`config.mk`:
```
export PLATFORM = sky130hd
export DESIGN_NAME = srtf_scheduler_top
export DESIGN_NICKNAME = d
export VERILOG_FILES = /design/src/srtf_pkg.sv /design/src/srtf_scheduler_top.sv /design/src/srtf_job_table.sv /design/src/srtf_sched_ctrl.sv
export VERILOG_INCLUDE_DIRS = /design/src /design/src/src
export SDC_FILE = /design/constraint.sdc
export NUM_CORES = 1
export LEC_CHECK = 0
export BUFFER_PORTS_ARGS = -buffer_cell sky130_fd_sc_hd__buf_2
export CORE_MARGIN = 2
export CORE_UTILIZATION = 25
export DETAILED_ROUTE_END_ITERATION = 8
export PLACE_DENSITY = 0.36
export SYNTH_ARGS = -nofsm -noshare
export SYNTH_HDL_FRONTEND = slang
export SYNTH_SLANG_ARGS = --single-unit
```
`constraint.sdc`:
```
create_clock -name clk -period 5.9 [get_ports clk]
set_input_delay 0.59 -clock clk [delete_from_list [all_inputs] [get_ports clk]]
set_output_delay 0.59 -clock clk [all_outputs]
set_load 0.005 [all_outputs]
```
`src/srtf_scheduler_top_macros.svh`:
```
// Assertion macros used by the scheduler controller.
`ifndef SRTF_SCHEDULER_TOP_MACROS_SVH
`define SRTF_SCHEDULER_TOP_MACROS_SVH

// The consequent must hold in the same cycle as the antecedent.
`define SRTF_ASSERT_NOW(label, ante, cons, msg) \
  label: assert property (@(posedge clk) disable iff (!rst_n) (ante) |-> (cons)) \
    else $error(msg);

// The consequent must hold in the cycle after the antecedent.
`define SRTF_ASSERT_NEXT(label, ante, cons, msg) \
  label: assert property (@(posedge clk) disable iff (!rst_n) (ante) |=> (cons)) \
    else $error(msg);

`endif

```
`src/srtf_pkg.sv`:
```
package srtf_pkg;

  // Table size and derived widths.
  localparam int MAX_JOBS     = 16;
  localparam int SLOT_W       = (MAX_JOBS > 1) ? $clog2(MAX_JOBS) : 1;
  localparam int CNT_W        = $clog2(MAX_JOBS + 1);
  localparam int DATA_W       = 16;
  localparam int TIME_W       = 24;
  localparam int SLOT_FIELD_W = 4;
  localparam int SLOT_EXT_W   = (SLOT_W > SLOT_FIELD_W) ? SLOT_W : SLOT_FIELD_W;

  localparam logic [TIME_W-1:0] CLOCK_MAX = '1;

  // Opcodes of an input beat.
  localparam logic OP_LOAD = 1'b0;
  localparam logic OP_TICK = 1'b1;

  typedef logic [SLOT_W-1:0] slot_t;
  typedef logic [CNT_W-1:0]  cnt_t;

  typedef struct packed {
    logic              opcode;
    logic [DATA_W-1:0] arrival;
    logic [DATA_W-1:0] burst;
  } in_t;

  typedef struct packed {
    logic [TIME_W-1:0]       tick_time;
    logic [SLOT_FIELD_W-1:0] chosen_slot;
    logic                    is_idle;
    logic                    is_switch;
    logic                    job_done;
    logic [TIME_W-1:0]       finish_time;
    logic [TIME_W-1:0]       turnaround;
    logic [TIME_W-1:0]       wait_span;
    logic                    all_finished;
  } out_t;

  // Job table write and read port.
  typedef struct packed {
    logic              wr_all;
    logic              wr_rem;
    slot_t             waddr;
    logic [DATA_W-1:0] arrival;
    logic [DATA_W-1:0] burst;
    logic [DATA_W-1:0] rem;
    slot_t             raddr;
  } tbl_req_t;

  typedef struct packed {
    logic [DATA_W-1:0] arrival;
    logic [DATA_W-1:0] burst;
    logic [DATA_W-1:0] rem;
  } tbl_rd_t;

  // Low bits of a slot number as carried in the result.
  function automatic logic [SLOT_FIELD_W-1:0] slot_field(input slot_t slot);
    logic [SLOT_EXT_W-1:0] ext;
    ext = SLOT_EXT_W'(slot);
    return ext[SLOT_FIELD_W-1:0];
  endfunction

endpackage

```
`src/srtf_scheduler_top.sv`:
```
// Load beats produce no result; the next beat is taken at once.
// A tick beat scans the loaded jobs with one comparator at one entry per cycle, then
// fetches, updates and reports; the next beat is taken once the report step hands
// its result to the output register.
// A result held in the output register stalls the next tick in its report step.
// Synchronous active-low reset empties the table and clears clock, counts and last choice.
module srtf_scheduler_top
  import srtf_pkg::*;
(
  input  logic clk,
  input  logic rst_n,
  input  logic in_valid,
  input  in_t  in_data,
  output logic in_stall,
  output logic out_valid,
  input  logic out_stall,
  output out_t out_data
);

  tbl_req_t tbl_req;
  tbl_rd_t  tbl_rd;
  logic     res_ready;
  logic     res_valid;
  out_t     res_data;
  logic     out_valid_r, out_valid_nxt;
  out_t     out_data_r;

  srtf_job_table u_table (
    .clk (clk),
    .req (tbl_req),
    .rd  (tbl_rd)
  );

  srtf_sched_ctrl u_ctrl (
    .clk       (clk),
    .rst_n     (rst_n),
    .in_valid  (in_valid),
    .in_data   (in_data),
    .in_stall  (in_stall),
    .tbl_req   (tbl_req),
    .tbl_rd    (tbl_rd),
    .res_ready (res_ready),
    .res_valid (res_valid),
    .res_data  (res_data)
  );

  // Output register: refilled when empty or when its beat is taken.
  assign res_ready     = !out_valid_r || !out_stall;
  assign out_valid_nxt = res_valid || (out_valid_r && out_stall);

  always_ff @(posedge clk) begin
    if (!rst_n) begin
      out_valid_r <= 1'b0;
    end else begin
      out_valid_r <= out_valid_nxt;
    end
  end

  always_ff @(posedge clk) begin
    if (res_valid) begin
      out_data_r <= res_data;
    end
  end

  assign out_valid = out_valid_r;
  assign out_data  = out_data_r;

endmodule

```
`src/srtf_job_table.sv`:
```
module srtf_job_table
  import srtf_pkg::*;
(
  input  logic     clk,
  input  tbl_req_t req,
  output tbl_rd_t  rd
);

  logic [DATA_W-1:0] arrival_mem [MAX_JOBS];
  logic [DATA_W-1:0] burst_mem   [MAX_JOBS];
  logic [DATA_W-1:0] rem_mem     [MAX_JOBS];

  // A load writes the whole entry; a tick rewrites only the remaining time.
  always_ff @(posedge clk) begin
    if (req.wr_all) begin
      arrival_mem[req.waddr] <= req.arrival;
      burst_mem[req.waddr]   <= req.burst;
    end
    if (req.wr_all || req.wr_rem) begin
      rem_mem[req.waddr] <= req.rem;
    end
  end

  // Single registered read port.
  always_ff @(posedge clk) begin
    rd.arrival <= arrival_mem[req.raddr];
    rd.burst   <= burst_mem[req.raddr];
    rd.rem     <= rem_mem[req.raddr];
  end

endmodule

```
`src/srtf_sched_ctrl.sv`:
```
module srtf_sched_ctrl
  import srtf_pkg::*;
(
  input  logic     clk,
  input  logic     rst_n,
  input  logic     in_valid,
  input  in_t      in_data,
  output logic     in_stall,
  output tbl_req_t tbl_req,
  input  tbl_rd_t  tbl_rd,
  input  logic     res_ready,
  output logic     res_valid,
  output out_t     res_data
);

  `include "srtf_scheduler_top_macros.svh"

  typedef enum logic [2:0] {S_IDLE, S_SCAN, S_FETCH, S_UPDATE, S_REPORT} state_t;
  typedef enum logic [1:0] {CH_NONE, CH_IDLE, CH_SLOT} choice_t;

  state_t            state_r, state_nxt;
  cnt_t              loaded_r, loaded_nxt;
  cnt_t              finished_r, finished_nxt;
  logic [TIME_W-1:0] clock_r, clock_nxt;
  choice_t           last_kind_r, last_kind_nxt;
  slot_t             last_slot_r, last_slot_nxt;
  cnt_t              idx_r, idx_nxt;
  logic              pv_r, pv_nxt;
  logic              found_r, found_nxt;

  slot_t             pidx_r;
  slot_t             best_r;
  logic [DATA_W-1:0] best_rem_r;
  logic [DATA_W-1:0] best_arr_r;
  logic [TIME_W-1:0] start_r;
  logic [TIME_W-1:0] fin_r;
  logic [TIME_W-1:0] tat_r;
  logic [DATA_W-1:0] burst_r;
  logic              done_r;
  logic              switch_r;
  logic              allfin_r;

  logic              accept;
  logic              issuing;
  logic              eligible;
  logic              better;
  logic              take;
  logic [TIME_W-1:0] clock_inc;
  logic [TIME_W-1:0] tat_calc;
  logic [TIME_W-1:0] wait_calc;
  logic [DATA_W-1:0] rem_dec;
  logic              is_switch_calc;

  assign accept  = in_valid && !in_stall;
  assign in_stall = (state_r != S_IDLE);
  assign issuing = (idx_r < loaded_r);

  // Shared compare unit: one table entry per cycle against the best so far.
  assign eligible = (TIME_W'(tbl_rd.arrival) <= clock_r) && (tbl_rd.rem != '0);
  assign better   = !found_r || (tbl_rd.rem < best_rem_r) ||
                    ((tbl_rd.rem == best_rem_r) && (tbl_rd.arrival < best_arr_r));
  assign take     = (state_r == S_SCAN) && pv_r && eligible && better;

  // Update arithmetic for the chosen job.
  assign clock_inc = (clock_r == CLOCK_MAX) ? clock_r : clock_r + TIME_W'(1);
  assign rem_dec   = best_rem_r - DATA_W'(1);
  assign tat_calc  = clock_inc - TIME_W'(tbl_rd.arrival);
  assign wait_calc = (tat_r >= TIME_W'(burst_r)) ? tat_r - TIME_W'(burst_r) : '0;

  always_comb begin
    if (found_r) begin
      is_switch_calc = !((last_kind_r == CH_SLOT) && (last_slot_r == best_r));
    end else begin
      is_switch_calc = (last_kind_r != CH_IDLE);
    end
  end

  // Table port: loads write at accept, scan and fetch read, update writes back.
  always_comb begin
    tbl_req         = '0;
    tbl_req.arrival = in_data.arrival;
    tbl_req.burst   = in_data.burst;
    tbl_req.rem     = in_data.burst;
    tbl_req.waddr   = loaded_r[SLOT_W-1:0];
    tbl_req.raddr   = (state_r == S_SCAN) ? idx_r[SLOT_W-1:0] : best_r;
    if (accept && (in_data.opcode == OP_LOAD) && (loaded_r < CNT_W'(MAX_JOBS)) &&
        (in_data.burst != '0)) begin
      tbl_req.wr_all = 1'b1;
    end
    if ((state_r == S_UPDATE) && found_r) begin
      tbl_req.wr_rem = 1'b1;
      tbl_req.waddr  = best_r;
      tbl_req.rem    = rem_dec;
    end
  end

  // Sequencer next state.
  always_comb begin
    state_nxt     = state_r;
    loaded_nxt    = loaded_r;
    finished_nxt  = finished_r;
    clock_nxt     = clock_r;
    last_kind_nxt = last_kind_r;
    last_slot_nxt = last_slot_r;
    idx_nxt       = idx_r;
    pv_nxt        = 1'b0;
    found_nxt     = found_r;
    unique case (state_r)
      S_IDLE: begin
        if (accept) begin
          if (in_data.opcode == OP_TICK) begin
            state_nxt = S_SCAN;
            idx_nxt   = '0;
            found_nxt = 1'b0;
          end else if (tbl_req.wr_all) begin
            loaded_nxt = loaded_r + CNT_W'(1);
          end
        end
      end
      S_SCAN: begin
        if (take) begin
          found_nxt = 1'b1;
        end
        if (issuing) begin
          idx_nxt = idx_r + CNT_W'(1);
          pv_nxt  = 1'b1;
        end else begin
          state_nxt = S_FETCH;
        end
      end
      S_FETCH: begin
        state_nxt = S_UPDATE;
      end
      S_UPDATE: begin
        clock_nxt = clock_inc;
        if (found_r) begin
          last_kind_nxt = CH_SLOT;
          last_slot_nxt = best_r;
          if (best_rem_r == DATA_W'(1)) begin
            finished_nxt = finished_r + CNT_W'(1);
          end
        end else begin
          last_kind_nxt = CH_IDLE;
        end
        state_nxt = S_REPORT;
      end
      S_REPORT: begin
        if (res_ready) begin
          state_nxt = S_IDLE;
        end
      end
      default: begin
        state_nxt = S_IDLE;
      end
    endcase
  end

  // Control state.
  always_ff @(posedge clk) begin
    if (!rst_n) begin
      state_r     <= S_IDLE;
      loaded_r    <= '0;
      finished_r  <= '0;
      clock_r     <= '0;
      last_kind_r <= CH_NONE;
      last_slot_r <= '0;
      idx_r       <= '0;
      pv_r        <= 1'b0;
      found_r     <= 1'b0;
    end else begin
      state_r     <= state_nxt;
      loaded_r    <= loaded_nxt;
      finished_r  <= finished_nxt;
      clock_r     <= clock_nxt;
      last_kind_r <= last_kind_nxt;
      last_slot_r <= last_slot_nxt;
      idx_r       <= idx_nxt;
      pv_r        <= pv_nxt;
      found_r     <= found_nxt;
    end
  end

  // Datapath registers: best candidate and the figures of the tick.
  always_ff @(posedge clk) begin
    pidx_r <= idx_r[SLOT_W-1:0];
    if (take) begin
      best_r     <= pidx_r;
      best_rem_r <= tbl_rd.rem;
      best_arr_r <= tbl_rd.arrival;
    end
    if (state_r == S_UPDATE) begin
      start_r  <= clock_r;
      fin_r    <= clock_inc;
      tat_r    <= tat_calc;
      burst_r  <= tbl_rd.burst;
      done_r   <= found_r && (best_rem_r == DATA_W'(1));
      switch_r <= is_switch_calc;
      allfin_r <= (finished_nxt == loaded_r);
    end
  end

  // Result beat.
  assign res_valid = (state_r == S_REPORT) && res_ready;

  always_comb begin
    res_data              = '0;
    res_data.tick_time    = start_r;
    res_data.chosen_slot  = found_r ? slot_field(best_r) : '0;
    res_data.is_idle      = !found_r;
    res_data.is_switch    = switch_r;
    res_data.job_done     = done_r;
    res_data.all_finished = allfin_r;
    if (done_r) begin
      res_data.finish_time = fin_r;
      res_data.turnaround  = tat_r;
      res_data.wait_span   = wait_calc;
    end
  end

  `SRTF_ASSERT_NOW(a_finished_le_loaded, 1'b1, finished_r <= loaded_r,
    "finished count exceeds loaded count")
  `SRTF_ASSERT_NEXT(a_update_to_report, state_r == S_UPDATE, state_r == S_REPORT,
    "update step not followed by report")
  `SRTF_ASSERT_NOW(a_best_in_range, (state_r == S_UPDATE) && found_r,
    CNT_W'(best_r) < loaded_r, "chosen slot beyond loaded jobs")
  `SRTF_ASSERT_NEXT(a_clock_moves_once, state_r != S_UPDATE, $stable(clock_r),
    "clock changed outside the update step")

endmodule
```
==> flow_summary.ini, run 1 <==
[outcome]
status = finished, final reports clean

[clock_tree]
root_buffer = clkbuf_16
clockBufferDepth = 3
cts_buffers = 119
cts.clk_slew.worst_paths_ps = 60
ctsResizeCount = 0
post_cts_buffers = 0
cts-htree-levels = 3
postCtsHoldBufs = 0
cts_tree = built
cts.sinks = 1102
clock_latency_ps = 770

[sta]
fin_crit_ps = 5070
max_slew_margin = 0.174
finalCritPeriodShare = 0.859
setup_viol = 0
hold_viol = 0
setup_tns_ps = 0
timing.fmax_mhz = 197
drv_slew = 0
hold_slack_ps = 203
rsz0062_at_grt = no
worstMarginPinSlew_ps = 1210
fin_worst_skew_ps = 67.7

[worst_hold_path]
whs_path_depth = 3
hold_class = input port to register
holdCritStartpoint = out_stall

[floorplanning]
row_count = 154
die_area_sq_um = 180000
core-area_sq_um = 176000
pin_count = 143
die_w_microns = 425
initial_core_util = 0.251
die_y_microns = 425

[detailed_routing]
wl_microns = 127000
drt-initial-drc-count = 1728
route.detailed.drc = 0
route.vias.total = 23439
ant_nets = 0
routed_via_density = 4.44
firstDrtPassIters = 7
avgRoutedWirePerCell_microns = 24.1

[grt]
grt_max_degree = 104
first_global_vias = 24889
grt_pass1_wl_microns = 182000
grt_antenna_before_repair = 10
grtUsageTotal = 0.140
overflow = 0

[power_and_ir_drop]
p_total_w = 0.0178
power.density_nw_per_um2 = 339
power.leakage_nw = 17.3
peakVddDrop_uv = 243

[synth]
synth_ff_type = edfxtp_1
synth_cell_types = 62
netlist_area_sq_um = 44200
yosys_warnings = 0
synth_seq_area_share = 0.725
synthArstFlopShare = 0
synth-edff-count = 999
ys_seq_elements = 1102
netlist_instances = 2580
avgSynthCellArea_sq_um = 17.1
syn_nets = 2708

[critical_path]
cp_slowest_cell = nor4_1
path_buf_inv = 0
cp-end-kind = register
required_ps = 6400
cp.depth = 16
crit_fanout = 8
cp-start-kind = register
cp_cell_sequence = ha_1 -> nand4_1 -> nor4_1 -> nand4_1 -> and3_1 -> nand4_1 -> xnor2_1 -> ha_1 -> a211o_1 -> nor2b_1 -> a22oi_1 -> nand2_1 -> o21ai_0 -> o21ai_0 -> nor4_2 -> xor2_1
crit_arrival_ps = 5570
crit_family = simple AND/OR/NAND/NOR gates
rr_worst_depth = 16
r2r-start = u_ctrl.clock_r[0]
critPathLaunch = u_ctrl.clock_r[0]
crit_top_cell = nand4_1
max_stage_delay_ps = 580
worstSetupPathType = register to register

[placement]
io_buffer_count = 142
dpl_cell_area_sq_um = 48500
hpwl_microns = 77100
gp_congestion = 0.787

[layout]
nNetsFinal = 2956
nFillCells = 17342
drive_gt1_frac = 0.216
multi_input_area_sq_um = 11500
final_cell_mix = 999 x edfxtp_1, 192 x mux4_2, 179 x nand2_1
final_util = 0.298
fin_area_sq_um = 52500
regArea_sq_um = 32100
final_common_cell = edfxtp_1
syn2layout_area_growth_pct = 18.6

[flow_run]
maxCapViolCount = 0
through the flow:
step	std cells	setup WS, ps
6_report	5274	829
5_1_grt	5274	514
4_1_cts	5273	918
3_5_place_dp	5047	925
3_3_place_gp	5047	942
2_1_floorplan	2580	1620
where the power goes:
group	total, W	switching (W)	internal (W)
sequential	0.00872	0.0000906	0.00863
combinational	0.00149	0.000901	0.000587
clock	0.00758	0.00318	0.00440
final timing paths:
kind                        end  slack, ps
max            u_ctrl.tat_r[23]        830
max reg2reg    u_ctrl.tat_r[23]        830
min                   out_valid        200
min reg2reg  u_ctrl.burst_r[14]        400
final cells by class:
type	instances	area share
clock inverter	56	0.0136
tap	2340	0.0558
antenna	1	0.0000477
inverter	101	0.00728
multi-input combinational	1266	0.219
sequential	1102	0.611
timing repair buffer	238	0.0304
clock buffer	170	0.0623
cell usage after synthesis (8+ instances only):
master	number	area, sq um
a211oi_1	49	368
a21boi_0	12	90.1
a21o_1	29	218
a21oi_1	47	235
a31oi_1	57	357
and2_1	127	795
and3_1	12	75.1
buf_2	24	120
clkbuf_1	73	274
dfxtp_1	103	2060
edfxtp_1	999	30000
ha_1	89	1110
inv_1	101	379
mux4_2	192	4320
nand2_1	179	672
nand2b_1	9	56.3
nand3_1	18	90.1
nand4_1	34	213
nor2_1	100	375
nor2b_1	18	113
nor3_1	33	165
nor4_1	18	113
o21a_1	8	60.1
o21ai_0	48	240
or3_1	12	75.1
xnor2_1	78	683
xor2_1	28	245
logic make-up (layout without fill, tap and decap cells):
group	count (synthesis)	in the layout	synth area share
flops	1102	1102	0.725
simple gates	579	579	0.0657
compound gates	290	290	0.0431
buf+inv	212	565	0.0195
mux	200	200	0.0997
xor+xnor	106	106	0.0210
fa+ha+maj	91	91	0.0261
other cells	0	1	0
metal layers:
layer	share of wire	track usage	routed length, microns
met1	0.45	0.183	56600
met3	0.042	0.0242	5280
met4	0.020	0.0384	2490
met5	0.00030	0	38
met2	0.49	0.238	62400
registers in the layout, summed over array words and instances (netlist names), 24 cells and up:
name	flops
u_table.arrival_mem	256
u_table.burst_mem	256
u_table.rem_mem	256
out_data	104
u_table.rd	48
u_ctrl.clock_r	24
u_ctrl.fin_r	24
u_ctrl.start_r	24
u_ctrl.tat_r	24
worst register-to-register path: stages (launching register included):
cell and delay (ps):
dfxtp_1 460, ha_1 310, nand4_1 130, nor4_1 580, nand4_1 540, and3_1 480
nand4_1 130, xnor2_1 170, ha_1 330, a211o_1 320, nor2b_1 130, a22oi_1 150
nand2_1 120, o21ai_0 340, o21ai_0 290, nor4_2 230, xor2_1 100
Note: power is estimated with default switching activity, not from simulation.
==> run 2, diff against run 1 <==
Settings changed: CELL_PAD_IN_SITES_DETAIL_PLACEMENT set to 1, CELL_PAD_IN_SITES_GLOBAL_PLACEMENT set to 1, HOLD_SLACK_MARGIN set to 0.15, PLACE_DENSITY 0.36 to 0.41.
==> run 2 against run 1 <==
  * Die area unchanged
  * Register-to-register slack got worse by 60 ps
  * Clock-buffer cell count increased by 11
  * Cell area increased by 0.63%
  * Global-route usage increased by 0.52 points
  * Clock power increased by 4.7%
  * Power increased by 2.1%
  * Wire length increased by 2.6%
  * Sequential power about the same
  * Critical path type unchanged
  * Critical endpoint unchanged
  * Largest cell class unchanged
  * Largest power group unchanged
  * Highest routed layer unchanged
==> flow_summary.ini, run 2 (synthesis gave the netlist of run 1 again) <==
[sta]
fin_crit_ps = 5130
max_slew_margin = 0.231
worstMarginPinSlew_ps = 1150
setup_viol = 0
finalCritPeriodShare = 0.869
timing.fmax_mhz = 195
rsz0062_at_grt = no
final.setup.worst_slack_ps = 772
hold_viol = 0
setup_tns_ps = 0
fin_worst_skew_ps = 30.8
drv_slew = 0

[floorplanning]
die_area_sq_um = 180000
pin_count = 143
core-area_sq_um = 176000
initial_core_util = 0.251
die_y_microns = 425
row_count = 154
die_w_microns = 425

[outcome]
status = finished, final reports clean

[critical_path]
r2r_setup_slack_ps = 770
crit_arrival_ps = 5630
crit_fanout = 8
worstSetupPathType = register to register
required_ps = 6400
cp-start-kind = register
cp-end-kind = register

[clock_tree]
cts_tree = built
cts-htree-levels = 4
cts.clk_slew.worst_paths_ps = 50
ctsResizeCount = 0
clockBufferDepth = 3
cts_buffers = 131
root_buffer = clkbuf_16
cts.sinks = 1102
clock_latency_ps = 770

[detailed_routing]
avgRoutedWirePerCell_microns = 24.6
ant_nets = 0
routed_via_density = 4.46
route.vias.total = 23612
drt-initial-drc-count = 1260
firstDrtPassIters = 5
wl_microns = 130000
route.detailed.drc = 0

[flow_run]
maxCapViolCount = 0

[grt]
use_met1 = 0.187
grt_pass1_wl_microns = 188000
use_met2 = 0.249
use_met3 = 0.0275
grtUsageTotal = 0.145
first_global_vias = 26053
overflow = 0
grt_max_degree = 105
grt_antenna_before_repair = 12
top_usage_layer = met2

[placement]
hpwl_microns = 79800
placed_cells = 5039
pre_cts_slack_ps = 715
gp_congestion = 0.765
io_buffer_count = 142

[layout]
final_cell_mix = 999 x edfxtp_1, 192 x mux4_2, 179 x nand2_1
drive_gt1_frac = 0.215
instances_no_fill = 5298
nNetsFinal = 2974
final_util = 0.300
top_regs = u_table.arrival_mem (256), u_table.burst_mem (256), u_table.rem_mem (256)
final_common_cell = edfxtp_1
syn2layout_area_growth_pct = 19.4

[power_and_ir_drop]
power.leakage_nw = 17.4
power.density_nw_per_um2 = 344
peakVddDrop_uv = 303

[worst_hold_path]
hold_class = input port to register
[run 2: cell types whose count changed in the layout (fill, tap and decap cells not counted), moves of 2 or more]
| cell | before | now |
|---|---|---|
| clkinv_16 | 4 | 1 |
| buf_4 | 83 | 76 |
| bufinv_16 | 12 | 8 |
| dlygate4sd3_1 | 0 | 14 |
| diode_2 | 1 | 5 |
| clkbuf_8 | 10 | 5 |
| clkinv_1 | 14 | 22 |
| clkinv_8 | 0 | 2 |
| clkinvlp_4 | 4 | 2 |
| clkbuf_1 | 41 | 38 |
| inv_6 | 2 | 4 |
| clkbuf_16 | 119 | 138 |
[run 2: final timing paths]
kind / start / to / depth (start not counted)
setup / recovery: u_ctrl.clock_r[0] / u_ctrl.tat_r[23] / 16
hold / removal: in_data[23] / u_table.arrival_mem[2][7] / 1
setup reg to reg: u_ctrl.clock_r[0] / u_ctrl.tat_r[23] / 16
hold reg to reg: u_ctrl.pidx_r[0] / u_ctrl.best_r[0] / 0
[run 2: per-stage QoR]
| stage | hold slack [ps] | power (W) | instance area, sq um |
|---|---|---|---|
| after floorplan | 386 | 0.00977 | 44200 |
| after global placement | 387 | 0.0104 | 48400 |
| after detailed placement | 390 | 0.0104 | 48400 |
| after CTS | 150 | 0.0185 | 52800 |
| after global routing | 192 | 0.0189 | 52800 |
| final | 236 | 0.0182 | 52800 |
[run 2: critical path: stages (launching register included)]
cell and delay [ps]:
dfxtp_1 470, ha_1 320, nand4_1 130, nor4_1 600, nand4_1 520, and3_1 480
nand4_1 150, xnor2_1 160, ha_1 330, a211o_1 330, nor2b_1 130, a22oi_1 150
nand2_1 110, o21ai_0 350, o21ai_0 290, nor4_2 240, xor2_1 100
[run 2: timing repair]
item / CTS / global route
hold endpoints to repair: 139 / 0
hold buffers: 14 / 0
buffers inserted: 0 / 0
[run 2: layout make-up]
cell class | count | area (sq um)
fill | 18044 | 123000
tap | 2340 | 2930
antenna | 5 | 12.5
sequential | 1102 | 32100
multi-input combinational | 1266 | 11500
clock inverter | 59 | 558
timing repair buffer | 244 | 1660
inverter | 101 | 382
clock buffer | 181 | 3660
[run 2: report_power, final]
group | internal [W] | total, W | leakage, nW | switching [W]
combinational | 0.000588 | 0.00150 | 5.52 | 0.000917
clock | 0.00471 | 0.00794 | 2.06 | 0.00323
sequential | 0.00863 | 0.00872 | 9.87 | 0.0000943
[run 2: layer usage]
layer	vias to the layer above	routed length [microns]
li1	10576	-
met2	425	65100
met1	12444	57400
met5	-	54
met4	8	2380
met3	159	5230
